## config.mk

```make
export PLATFORM = sky130hd
export DESIGN_NAME = pcx_rle_decoder_flat
export DESIGN_NICKNAME = d
export VERILOG_FILES = /design/src/rtl/pcx_pkg.sv /design/src/rtl/pcx_if.sv /design/src/rtl/pcx_rle_decoder.sv /design/src/rtl/pcx_dpath.sv /design/src/rtl/pcx_ctrl.sv /design/src/flat_wrapper.sv
export SDC_FILE = /design/constraint.sdc
export NUM_CORES = 1
export LEC_CHECK = 0
export BUFFER_PORTS_ARGS = -buffer_cell sky130_fd_sc_hd__buf_2
export CAP_MARGIN = 40
export CORE_MARGIN = 2
export CORE_UTILIZATION = 54
export CTS_CLUSTER_SIZE = 40
export DETAILED_ROUTE_END_ITERATION = 8
export PLACE_DENSITY_LB_ADDON = 0.3
export SLEW_MARGIN = 0
export SYNTH_ARGS = -nofsm -noshare
export SYNTH_HDL_FRONTEND = slang
export SYNTH_SLANG_ARGS = --single-unit
```

## constraint.sdc

```tcl
create_clock -name clk_i -period 16.4 [get_ports clk_i]
set_input_delay 3.28 -clock clk_i [delete_from_list [all_inputs] [get_ports clk_i]]
set_output_delay 3.28 -clock clk_i [all_outputs]
set_load 0.05 [all_outputs]
```

## src/rtl/pcx_pkg.sv

```systemverilog
// Package for the PCX 8-bit RLE decoder: header offsets, result codes,
// output selects and the command/status structs between controller and datapath.
// No dependencies.
package pcx_pkg;

  localparam int unsigned HdrIdxW = 7;

  localparam logic [7:0] RleMark = 8'd192;

  localparam logic [HdrIdxW-1:0] IDX_ENCODING = 7'd2;
  localparam logic [HdrIdxW-1:0] IDX_BPP      = 7'd3;
  localparam logic [HdrIdxW-1:0] IDX_W_LO     = 7'd8;
  localparam logic [HdrIdxW-1:0] IDX_W_HI     = 7'd9;
  localparam logic [HdrIdxW-1:0] IDX_H_LO     = 7'd10;
  localparam logic [HdrIdxW-1:0] IDX_H_HI     = 7'd11;
  localparam logic [HdrIdxW-1:0] IDX_PLANES   = 7'd65;
  localparam logic [HdrIdxW-1:0] IDX_LAST     = 7'd127;
  localparam logic [HdrIdxW-1:0] IDX_AFTER_SOF = 7'd1;

  localparam logic [7:0] ENC_RLE  = 8'd1;
  localparam logic [7:0] BPP_8    = 8'd8;
  localparam logic [7:0] PLANES_1 = 8'd1;

  localparam logic [1:0] STS_PIXEL   = 2'd0;
  localparam logic [1:0] STS_BAD_FMT = 2'd1;
  localparam logic [1:0] STS_CORRUPT = 2'd2;

  localparam logic [1:0] SEL_BYTE    = 2'd0;
  localparam logic [1:0] SEL_RUN     = 2'd1;
  localparam logic [1:0] SEL_FMT     = 2'd2;
  localparam logic [1:0] SEL_CORRUPT = 2'd3;

  typedef struct packed {
    logic       clear;
    logic       hdr_step;
    logic       load_left;
    logic       set_run;
    logic       take_run;
    logic       dec_run;
    logic       load_out;
    logic [1:0] out_sel;
    logic       run_last;
  } pcx_cmd_t;

  typedef struct packed {
    logic out_free;
    logic hdr_check;
    logic hdr_last;
    logic fmt_bad;
    logic is_mark;
    logic run_pending;
    logic run_zero;
    logic run_one;
    logic left_one;
    logic left_zero;
  } pcx_sts_t;

endpackage

```

## src/rtl/pcx_if.sv

```systemverilog
// Valid/ready channel interfaces for the PCX decoder: file bytes in, results out.
// Depends on nothing.
interface pcx_byte_if;
  logic       valid;
  logic       ready;
  logic [7:0] file_byte;
  logic       start_of_file;

  modport source (output valid, output file_byte, output start_of_file, input ready);
  modport sink   (input valid, input file_byte, input start_of_file, output ready);
endinterface

interface pcx_pix_if;
  logic        valid;
  logic        ready;
  logic [7:0]  pixel_value;
  logic [1:0]  status;
  logic        run_last;
  logic        image_last;
  logic [16:0] image_width;
  logic [16:0] image_height;

  modport source (output valid, output pixel_value, output status, output run_last,
                  output image_last, output image_width, output image_height, input ready);
  modport sink   (input valid, input pixel_value, input status, input run_last,
                  input image_last, input image_width, input image_height, output ready);
endinterface

```

## src/rtl/pcx_rle_decoder.sv

```systemverilog
// Top level of the PCX 8-bit, one-plane RLE decoder.
// Depends on pcx_pkg, pcx_if, pcx_ctrl and pcx_dpath.
//
//   Channel | Dir | Carries                                   | Transaction
//   byte_i  | in  | file_byte, start_of_file                  | valid & ready
//   pix_o   | out | pixel_value, status, run_last, image_last,| valid & ready
//           |     | image_width, image_height                 |
//
// A literal is loaded into the single output register as it is accepted; the byte
// after a run mark of count c gives c pixels (none for c = 0), one pixel per cycle
// while the output is taken, plus an overflow status if the run overruns the image.
// Input is held off while a run is emitted and while the output register is full
// and not being taken. Reset is asynchronous; after it, bytes are dropped until a
// start-of-file mark. One multiply of the image size happens on the last header byte.
module pcx_rle_decoder (
  input  logic       clk_i,
  input  logic       rst_ni,
  pcx_byte_if.sink   byte_i,
  pcx_pix_if.source  pix_o
);

  pcx_pkg::pcx_cmd_t cmd;
  pcx_pkg::pcx_sts_t sts;

  pcx_ctrl u_ctrl (
    .clk_i      (clk_i),
    .rst_ni     (rst_ni),
    .in_valid_i (byte_i.valid),
    .in_sof_i   (byte_i.start_of_file),
    .sts_i      (sts),
    .in_ready_o (byte_i.ready),
    .cmd_o      (cmd)
  );

  pcx_dpath u_dpath (
    .clk_i          (clk_i),
    .rst_ni         (rst_ni),
    .file_byte_i    (byte_i.file_byte),
    .cmd_i          (cmd),
    .out_ready_i    (pix_o.ready),
    .sts_o          (sts),
    .out_valid_o    (pix_o.valid),
    .pixel_value_o  (pix_o.pixel_value),
    .status_o       (pix_o.status),
    .run_last_o     (pix_o.run_last),
    .image_last_o   (pix_o.image_last),
    .image_width_o  (pix_o.image_width),
    .image_height_o (pix_o.image_height)
  );

  a_load_slot_free: assert property (@(posedge clk_i) disable iff (!rst_ni)
    cmd.load_out |-> sts.out_free)
    else $error("result loaded over an untaken result");

  a_corrupt_after_full: assert property (@(posedge clk_i) disable iff (!rst_ni)
    (cmd.load_out && cmd.out_sel == pcx_pkg::SEL_CORRUPT) |-> sts.left_zero)
    else $error("overflow status before the image is full");

  a_pixel_in_image: assert property (@(posedge clk_i) disable iff (!rst_ni)
    (cmd.load_out && (cmd.out_sel == pcx_pkg::SEL_BYTE || cmd.out_sel == pcx_pkg::SEL_RUN))
      |-> !sts.left_zero)
    else $error("pixel emitted past the end of the image");

  a_no_input_while_run: assert property (@(posedge clk_i) disable iff (!rst_ni)
    (cmd.load_out && cmd.out_sel == pcx_pkg::SEL_RUN) |-> !byte_i.ready)
    else $error("byte accepted while a run is being emitted");

endmodule

```

## src/rtl/pcx_dpath.sv

```systemverilog
// Datapath of the PCX decoder: header fields, pixel and run counters, output register.
// Depends on pcx_pkg; driven by pcx_ctrl through pcx_cmd_t.
module pcx_dpath (
  input  logic               clk_i,
  input  logic               rst_ni,
  input  logic [7:0]         file_byte_i,
  input  pcx_pkg::pcx_cmd_t  cmd_i,
  input  logic               out_ready_i,
  output pcx_pkg::pcx_sts_t  sts_o,
  output logic               out_valid_o,
  output logic [7:0]         pixel_value_o,
  output logic [1:0]         status_o,
  output logic               run_last_o,
  output logic               image_last_o,
  output logic [16:0]        image_width_o,
  output logic [16:0]        image_height_o
);

  logic [pcx_pkg::HdrIdxW-1:0] hdr_idx_q, hdr_idx_d;
  logic [15:0] width_q, width_d;
  logic [15:0] height_q, height_d;
  logic        fmt_ok_q, fmt_ok_d;
  logic [32:0] left_q, left_d;
  logic [5:0]  run_cnt_q, run_cnt_d;
  logic        run_pend_q, run_pend_d;
  logic [7:0]  run_byte_q, run_byte_d;
  logic        out_valid_q, out_valid_d;
  logic [7:0]  pix_q, pix_d;
  logic [1:0]  status_q, status_d;
  logic        run_last_q, run_last_d;
  logic        img_last_q, img_last_d;
  logic [16:0] out_w_q, out_w_d;
  logic [16:0] out_h_q, out_h_d;

  logic [16:0] width_p1;
  logic [16:0] height_p1;
  logic [33:0] area;
  logic [7:0]  run_raw;
  logic        pix_emit;

  assign width_p1  = {1'b0, width_q} + 17'd1;
  assign height_p1 = {1'b0, height_q} + 17'd1;
  assign area      = 34'(width_p1) * 34'(height_p1);
  assign run_raw   = file_byte_i - pcx_pkg::RleMark;
  assign pix_emit  = cmd_i.load_out &&
                     (cmd_i.out_sel == pcx_pkg::SEL_BYTE || cmd_i.out_sel == pcx_pkg::SEL_RUN);

  assign sts_o.out_free    = !out_valid_q || out_ready_i;
  assign sts_o.hdr_check   = (hdr_idx_q == pcx_pkg::IDX_PLANES);
  assign sts_o.hdr_last    = (hdr_idx_q == pcx_pkg::IDX_LAST);
  assign sts_o.fmt_bad     = !fmt_ok_q || (file_byte_i != pcx_pkg::PLANES_1);
  assign sts_o.is_mark     = (file_byte_i >= pcx_pkg::RleMark);
  assign sts_o.run_pending = run_pend_q;
  assign sts_o.run_zero    = (run_cnt_q == 6'd0);
  assign sts_o.run_one     = (run_cnt_q == 6'd1);
  assign sts_o.left_one    = (left_q == 33'd1);
  assign sts_o.left_zero   = (left_q == 33'd0);

  always_comb begin
    hdr_idx_d  = hdr_idx_q;
    width_d    = width_q;
    height_d   = height_q;
    fmt_ok_d   = fmt_ok_q;
    left_d     = left_q;
    run_cnt_d  = run_cnt_q;
    run_pend_d = run_pend_q;
    run_byte_d = run_byte_q;

    if (cmd_i.clear) begin
      hdr_idx_d  = pcx_pkg::IDX_AFTER_SOF;
      width_d    = 16'd0;
      height_d   = 16'd0;
      fmt_ok_d   = 1'b1;
      left_d     = 33'd0;
      run_cnt_d  = 6'd0;
      run_pend_d = 1'b0;
    end else begin
      if (cmd_i.hdr_step) begin
        hdr_idx_d = hdr_idx_q + 7'd1;
        case (hdr_idx_q)
          pcx_pkg::IDX_ENCODING: begin
            if (file_byte_i != pcx_pkg::ENC_RLE) fmt_ok_d = 1'b0;
          end
          pcx_pkg::IDX_BPP: begin
            if (file_byte_i != pcx_pkg::BPP_8) fmt_ok_d = 1'b0;
          end
          pcx_pkg::IDX_W_LO: width_d  = {width_q[15:8], file_byte_i};
          pcx_pkg::IDX_W_HI: width_d  = {file_byte_i, width_q[7:0]};
          pcx_pkg::IDX_H_LO: height_d = {height_q[15:8], file_byte_i};
          pcx_pkg::IDX_H_HI: height_d = {file_byte_i, height_q[7:0]};
          default: ;
        endcase
      end
      if (cmd_i.load_left) begin
        left_d     = area[32:0];
        run_cnt_d  = 6'd0;
        run_pend_d = 1'b0;
      end
      if (cmd_i.set_run) begin
        run_cnt_d  = run_raw[5:0];
        run_pend_d = 1'b1;
      end
      if (cmd_i.take_run) begin
        run_pend_d = 1'b0;
        run_byte_d = file_byte_i;
      end
      if (cmd_i.dec_run) run_cnt_d = run_cnt_q - 6'd1;
      if (pix_emit) left_d = left_q - 33'd1;
    end
  end

  always_comb begin
    out_valid_d = out_valid_q;
    pix_d       = pix_q;
    status_d    = status_q;
    run_last_d  = run_last_q;
    img_last_d  = img_last_q;
    out_w_d     = out_w_q;
    out_h_d     = out_h_q;

    if (out_valid_q && out_ready_i) out_valid_d = 1'b0;
    if (cmd_i.load_out) begin
      out_valid_d = 1'b1;
      run_last_d  = cmd_i.run_last;
      img_last_d  = pix_emit && (left_q == 33'd1);
      out_w_d     = width_p1;
      out_h_d     = height_p1;
      case (cmd_i.out_sel)
        pcx_pkg::SEL_BYTE: begin
          pix_d    = file_byte_i;
          status_d = pcx_pkg::STS_PIXEL;
        end
        pcx_pkg::SEL_RUN: begin
          pix_d    = run_byte_q;
          status_d = pcx_pkg::STS_PIXEL;
        end
        pcx_pkg::SEL_FMT: begin
          pix_d    = 8'd0;
          status_d = pcx_pkg::STS_BAD_FMT;
        end
        default: begin
          pix_d    = 8'd0;
          status_d = pcx_pkg::STS_CORRUPT;
        end
      endcase
    end
  end

  always_ff @(posedge clk_i or negedge rst_ni) begin
    if (!rst_ni) begin
      hdr_idx_q   <= '0;
      width_q     <= 16'd0;
      height_q    <= 16'd0;
      fmt_ok_q    <= 1'b1;
      left_q      <= 33'd0;
      run_cnt_q   <= 6'd0;
      run_pend_q  <= 1'b0;
      out_valid_q <= 1'b0;
    end else begin
      hdr_idx_q   <= hdr_idx_d;
      width_q     <= width_d;
      height_q    <= height_d;
      fmt_ok_q    <= fmt_ok_d;
      left_q      <= left_d;
      run_cnt_q   <= run_cnt_d;
      run_pend_q  <= run_pend_d;
      out_valid_q <= out_valid_d;
    end
  end

  always_ff @(posedge clk_i) begin
    run_byte_q <= run_byte_d;
    pix_q      <= pix_d;
    status_q   <= status_d;
    run_last_q <= run_last_d;
    img_last_q <= img_last_d;
    out_w_q    <= out_w_d;
    out_h_q    <= out_h_d;
  end

  assign out_valid_o    = out_valid_q;
  assign pixel_value_o  = pix_q;
  assign status_o       = status_q;
  assign run_last_o     = run_last_q;
  assign image_last_o   = img_last_q;
  assign image_width_o  = out_w_q;
  assign image_height_o = out_h_q;

endmodule

```

## src/rtl/pcx_ctrl.sv

```systemverilog
// Controller of the PCX decoder: file phase and run emission sequencing.
// Depends on pcx_pkg; commands pcx_dpath through pcx_cmd_t.
module pcx_ctrl (
  input  logic               clk_i,
  input  logic               rst_ni,
  input  logic               in_valid_i,
  input  logic               in_sof_i,
  input  pcx_pkg::pcx_sts_t  sts_i,
  output logic               in_ready_o,
  output pcx_pkg::pcx_cmd_t  cmd_o
);

  localparam logic [2:0] S_IDLE   = 3'd0;
  localparam logic [2:0] S_HEADER = 3'd1;
  localparam logic [2:0] S_DATA   = 3'd2;
  localparam logic [2:0] S_DONE   = 3'd3;
  localparam logic [2:0] S_RUN    = 3'd4;

  logic [2:0] state_q, state_d;
  logic       accept;

  assign in_ready_o = (state_q != S_RUN) && sts_i.out_free;
  assign accept     = in_valid_i && in_ready_o;

  always_comb begin
    state_d = state_q;
    cmd_o   = '0;

    if (accept && in_sof_i) begin
      cmd_o.clear = 1'b1;
      state_d     = S_HEADER;
    end else if (accept) begin
      case (state_q)
        S_HEADER: begin
          if (sts_i.hdr_check && sts_i.fmt_bad) begin
            cmd_o.load_out = 1'b1;
            cmd_o.out_sel  = pcx_pkg::SEL_FMT;
            cmd_o.run_last = 1'b1;
            state_d        = S_DONE;
          end else begin
            cmd_o.hdr_step = 1'b1;
            if (sts_i.hdr_last) begin
              cmd_o.load_left = 1'b1;
              state_d         = S_DATA;
            end
          end
        end
        S_DATA: begin
          if (sts_i.run_pending) begin
            cmd_o.take_run = 1'b1;
            if (!sts_i.run_zero) begin
              cmd_o.load_out = 1'b1;
              cmd_o.out_sel  = pcx_pkg::SEL_BYTE;
              cmd_o.dec_run  = 1'b1;
              cmd_o.run_last = sts_i.run_one;
              if (sts_i.run_one) state_d = sts_i.left_one ? S_DONE : S_DATA;
              else               state_d = S_RUN;
            end
          end else if (!sts_i.is_mark) begin
            cmd_o.load_out = 1'b1;
            cmd_o.out_sel  = pcx_pkg::SEL_BYTE;
            cmd_o.run_last = 1'b1;
            if (sts_i.left_one) state_d = S_DONE;
          end else begin
            cmd_o.set_run = 1'b1;
          end
        end
        default: ;
      endcase
    end else if (state_q == S_RUN && sts_i.out_free) begin
      cmd_o.load_out = 1'b1;
      if (sts_i.left_zero) begin
        cmd_o.out_sel  = pcx_pkg::SEL_CORRUPT;
        cmd_o.run_last = 1'b1;
        state_d        = S_DONE;
      end else begin
        cmd_o.out_sel  = pcx_pkg::SEL_RUN;
        cmd_o.dec_run  = 1'b1;
        cmd_o.run_last = sts_i.run_one;
        if (sts_i.run_one) state_d = sts_i.left_one ? S_DONE : S_DATA;
      end
    end
  end

  always_ff @(posedge clk_i or negedge rst_ni) begin
    if (!rst_ni) begin
      state_q <= S_IDLE;
    end else begin
      state_q <= state_d;
    end
  end

endmodule

```

## src/flat_wrapper.sv

```systemverilog
// flat-port wrapper written by rule: the top's interface ports become plain ports
module pcx_rle_decoder_flat 
  (clk_i, rst_ni, byte_i_valid, byte_i_file_byte, byte_i_start_of_file, byte_i_ready, pix_o_valid, pix_o_pixel_value, pix_o_status, pix_o_run_last, pix_o_image_last, pix_o_image_width, pix_o_image_height, pix_o_ready);
  pcx_byte_if byte_i_i ();
  pcx_pix_if pix_o_i ();
  input  logic clk_i;
  input  logic rst_ni;
  input wire logic [$bits(byte_i_i.valid)-1:0] byte_i_valid;
  input wire logic [$bits(byte_i_i.file_byte)-1:0] byte_i_file_byte;
  input wire logic [$bits(byte_i_i.start_of_file)-1:0] byte_i_start_of_file;
  output wire logic [$bits(byte_i_i.ready)-1:0] byte_i_ready;
  output wire logic [$bits(pix_o_i.valid)-1:0] pix_o_valid;
  output wire logic [$bits(pix_o_i.pixel_value)-1:0] pix_o_pixel_value;
  output wire logic [$bits(pix_o_i.status)-1:0] pix_o_status;
  output wire logic [$bits(pix_o_i.run_last)-1:0] pix_o_run_last;
  output wire logic [$bits(pix_o_i.image_last)-1:0] pix_o_image_last;
  output wire logic [$bits(pix_o_i.image_width)-1:0] pix_o_image_width;
  output wire logic [$bits(pix_o_i.image_height)-1:0] pix_o_image_height;
  input wire logic [$bits(pix_o_i.ready)-1:0] pix_o_ready;
  assign byte_i_i.valid = byte_i_valid;
  assign byte_i_i.file_byte = byte_i_file_byte;
  assign byte_i_i.start_of_file = byte_i_start_of_file;
  assign byte_i_ready = byte_i_i.ready;
  assign pix_o_valid = pix_o_i.valid;
  assign pix_o_pixel_value = pix_o_i.pixel_value;
  assign pix_o_status = pix_o_i.status;
  assign pix_o_run_last = pix_o_i.run_last;
  assign pix_o_image_last = pix_o_i.image_last;
  assign pix_o_image_width = pix_o_i.image_width;
  assign pix_o_image_height = pix_o_i.image_height;
  assign pix_o_i.ready = pix_o_ready;
  pcx_rle_decoder u_core (.clk_i(clk_i), .rst_ni(rst_ni), .byte_i(byte_i_i), .pix_o(pix_o_i));
endmodule
```

==> summary.txt <==
status: finished clean
Clock Skew: 0.0221 ns
worst skew pair latency: 0.45 ns
H-Tree Depth: 4
most numerous cell in the Yosys netlist: inv_1
Resized cells post-CTS: 0
first-pass GRT wire length: 69800 microns
GRT Overall Usage: 28.9%
FMAX: 0.119 GHz
grt total ovfl: 0
vias in the first global route: 13174
antenna-violating nets left: 0
Setup TNS: 0 ns
total clock sinks: 138
Post-Syn Area: 16000 sq um
worst hold start: u_core.u_dpath.fmt_ok_q$_DFFE_PN1P_
row cnt: 63
Yosys cell types: 75
Avg WL per Cell: 19.5 microns
crit-path cells: ha_1 -> nand2_1 -> nor3_1 -> and3_1 -> xnor2_1 -> inv_1 -> nand2_1 -> fa_1 -> fa_1 -> inv_1 -> fa_1 -> fa_1 -> fa_1 -> inv_1 -> fa_1 -> inv_1 -> ha_1 -> a21oi_1 -> o21ai_0 -> a41o_1 -> a21o_1 -> a211oi_1 -> o21ai_0 -> o311a_1
fin cells: 2205
Critical-path top delay cell: dfrtp_1
Max-Cap Viols: 0
via count: 12947
syn nets: 2097
worst r2r src: u_core.u_dpath.width_q[0]$_DFFE_PN0P_
Placed Cells: 2173
static leakage: 8.54 nW
final slew viol count: 0
number of synthesized flops with an enable pin: 54
CP most frequent cell: fa_1
PD cells: 68.2 nW/um^2
sequential area share after synthesis: 23.2%
total CTS buffers: 17
post-synth top area share: 27.9%
# hold bufs at CTS: 0
CP startpoint: u_core.u_dpath.width_q[0]$_DFFE_PN0P_
Final setup viols: 0
CP arrival: 8.73 ns
RD Place Congestion: 0.974
Port Buffers: 60
antenna violations before repair: 0
Via density: 5.87
predominant post-synthesis flop cell: dfrtp_1
total die area: 31100 sq um
Crit Path Class: reg -> reg
starting DRC count in detailed routing: 1280
ys async rst share: 60.9%
crit path capture type: flip-flop
Yosys reg bits: 138
Final Cycle Share: 51.3%
Die Ht: 176 microns
Least-Margin Pin Slew: 0.874 ns
layout cell share with drive strength beyond 1: 7.66%
Pre-Repair DR Iteration Count: 7
Reg clk slew, reported paths: 0.08 ns
VDD IR max: 65.5 uV
TritonCTS clock tree: done
Setup crit start kind: flip-flop
Synth Instances: 1747
DRC viols: 0
Area Overhead vs Synth: 9.06%
Yosys warnings: 0
Critical Path Max Stage Delay: 0.76 ns
Slew HR: 41.5%
Longest Clk Path Bufs: 2
fin crit period: 8.41 ns
Syn Area/Cell: 9.17 sq um
RSZ-0062 raised after global routing: no
largest net degree at the start of global routing: 51
CORE AREA: 29400 sq um
Hold Violations, Final: 0
synth cell count leaders: 322 x inv_1, 232 x nand2_1, 223 x fa_1
Chip Width: 176 microns
CP Max Fanout: 16
Initial Util: 54.5%
Synth area leader: fa_1
top post-synthesis cells by area: fa_1 28%, dfrtp_1 13%, edfxtp_1 10%
Worst EP required: 16.72 ns
Total Nets Final: 2152
CTS root buffer: clkbuf_16
hold crit path type: reg -> reg
Antenna Cells: 0
Routed WL: 42900 microns
top-level I/O count: 61
Post-CTS Setup Bufs: 0
dpl hpwl: 33100 microns
state kept, by name, summed over array words and instances, names as in the netlist:
name,flops
u_core.u_dpath.fmt_ok_q,1
u_core.u_dpath.pixel_value_o,8
u_core.u_dpath.image_height_o,17
u_core.u_dpath.image_last_o,1
u_core.u_dpath.out_valid_o,1
u_core.u_dpath.width_q,16
u_core.u_dpath.hdr_idx_q,7
u_core.u_dpath.image_width_o,17
u_core.u_ctrl.state_q,3
u_core.u_dpath.run_cnt_q,6
u_core.u_dpath.left_q,33
u_core.u_dpath.run_byte_q,8
u_core.u_dpath.height_q,16
u_core.u_dpath.run_last_o,1
u_core.u_dpath.status_o,2
u_core.u_dpath.run_pend_q,1
path summary, 6_finish.rpt:
path | endpoint | slack [ns] | cells past startpoint
min in group asynchronous | u_core.u_dpath.run_cnt_q[0]$_DFFE_PN0P_ | 2.81 | 1
worst min-delay path | u_core.u_dpath.fmt_ok_q$_DFFE_PN1P_ | 0.46 | 2
worst max-delay path | u_core.u_dpath.left_q[32]$_DFFE_PN0P_ | 7.99 | 24
worst max register to register | u_core.u_dpath.left_q[32]$_DFFE_PN0P_ | 7.99 | 24
worst min register to register | u_core.u_dpath.fmt_ok_q$_DFFE_PN1P_ | 0.46 | 2
max in group asynchronous | u_core.u_dpath.fmt_ok_q$_DFFE_PN1P_ | 12.94 | 2
power by group:
group	switching, mW	internal (mW)	leakage [nW]	total [mW]
combinational	0.226	0.111	6.59	0.338
sequential	0.0417	0.407	1.65	0.449
clock	0.197	0.208	0.300	0.405
layout make-up:
type	count	area [sq um]
Multi-Input combinational cell	1227	10900
Tap cell	390	488
Inverter	331	1240
Clock inverter	15	194
Clock buffer	17	425
Fill cell	2494	11900
Sequential cell	138	3720
Timing Repair Buffer	87	546
stage by stage:
step	setup WS, ns	util, %	total power, mW	instance area, sq um	hold slack (ns)
3_5_place_dp	8.12	57.3	0.787	16900	0.449
4_1_cts	8.06	59.5	1.19	17500	0.461
6_report	7.99	59.5	1.19	17500	0.461
2_1_floorplan	9.13	-	0.705	16000	0.436
3_3_place_gp	8.10	57.1	0.778	16800	0.449
5_1_grt	7.54	59.5	1.25	17500	0.481
metal layers:
layer	track usage, %	routed length [microns]	vias to the layer above
met1	38.7	17600	6423
met2	45.8	19900	631
met4	11.1	1620	0
li1	-	-	5773
met3	6.93	3900	120
met5	0	0	-
cells in the final DEF (no fill, tap or decap), types with 6 or more instances in the layout:
cell type,n
and3_1,21
nor2b_1,6
nor4_1,17
ha_1,114
xor2_1,22
mux2i_1,12
buf_4,26
clkinv_8,7
nand2_1,232
clkinv_1,7
o22ai_1,7
edfxtp_1,54
fa_1,223
nor2_1,164
a21o_1,12
a22oi_1,7
dfrtp_1,83
a211oi_1,11
a21oi_1,40
nor3_1,31
a22o_1,37
nand4_1,12
a31oi_1,7
inv_1,322
buf_2,59
xnor2_1,38
o311ai_0,7
and2_1,29
or3_1,10
o21ai_0,38
o21ai_1,13
nand3_1,31
clkbuf_16,17
o211ai_1,6
critical path, delay by kind of cell, from the launching register on:
kind | cells | cell delay, ns
AO/OA/AOI/OAI | 7 | 1.97
XOR/XNOR | 1 | 0.31
adder cells (fa/ha/maj) | 8 | 3.63
buffers and inverters | 4 | 0.66
flip-flops | 1 | 0.76
AND/OR/NAND/NOR | 4 | 0.93
kinds of logic after synthesis:
| kind of cell | share of synthesized area (%) |
|---|---|
| AO/OA/AOI/OAI | 10.2 |
| XOR/XNOR | 3.28 |
| adder cells (fa/ha/maj) | 36.8 |
| buffers and inverters | 9.06 |
| flip-flops | 23.2 |
| multiplexers | 0.960 |
| AND/OR/NAND/NOR | 16.5 |
(Power assumes the default switching activity.)
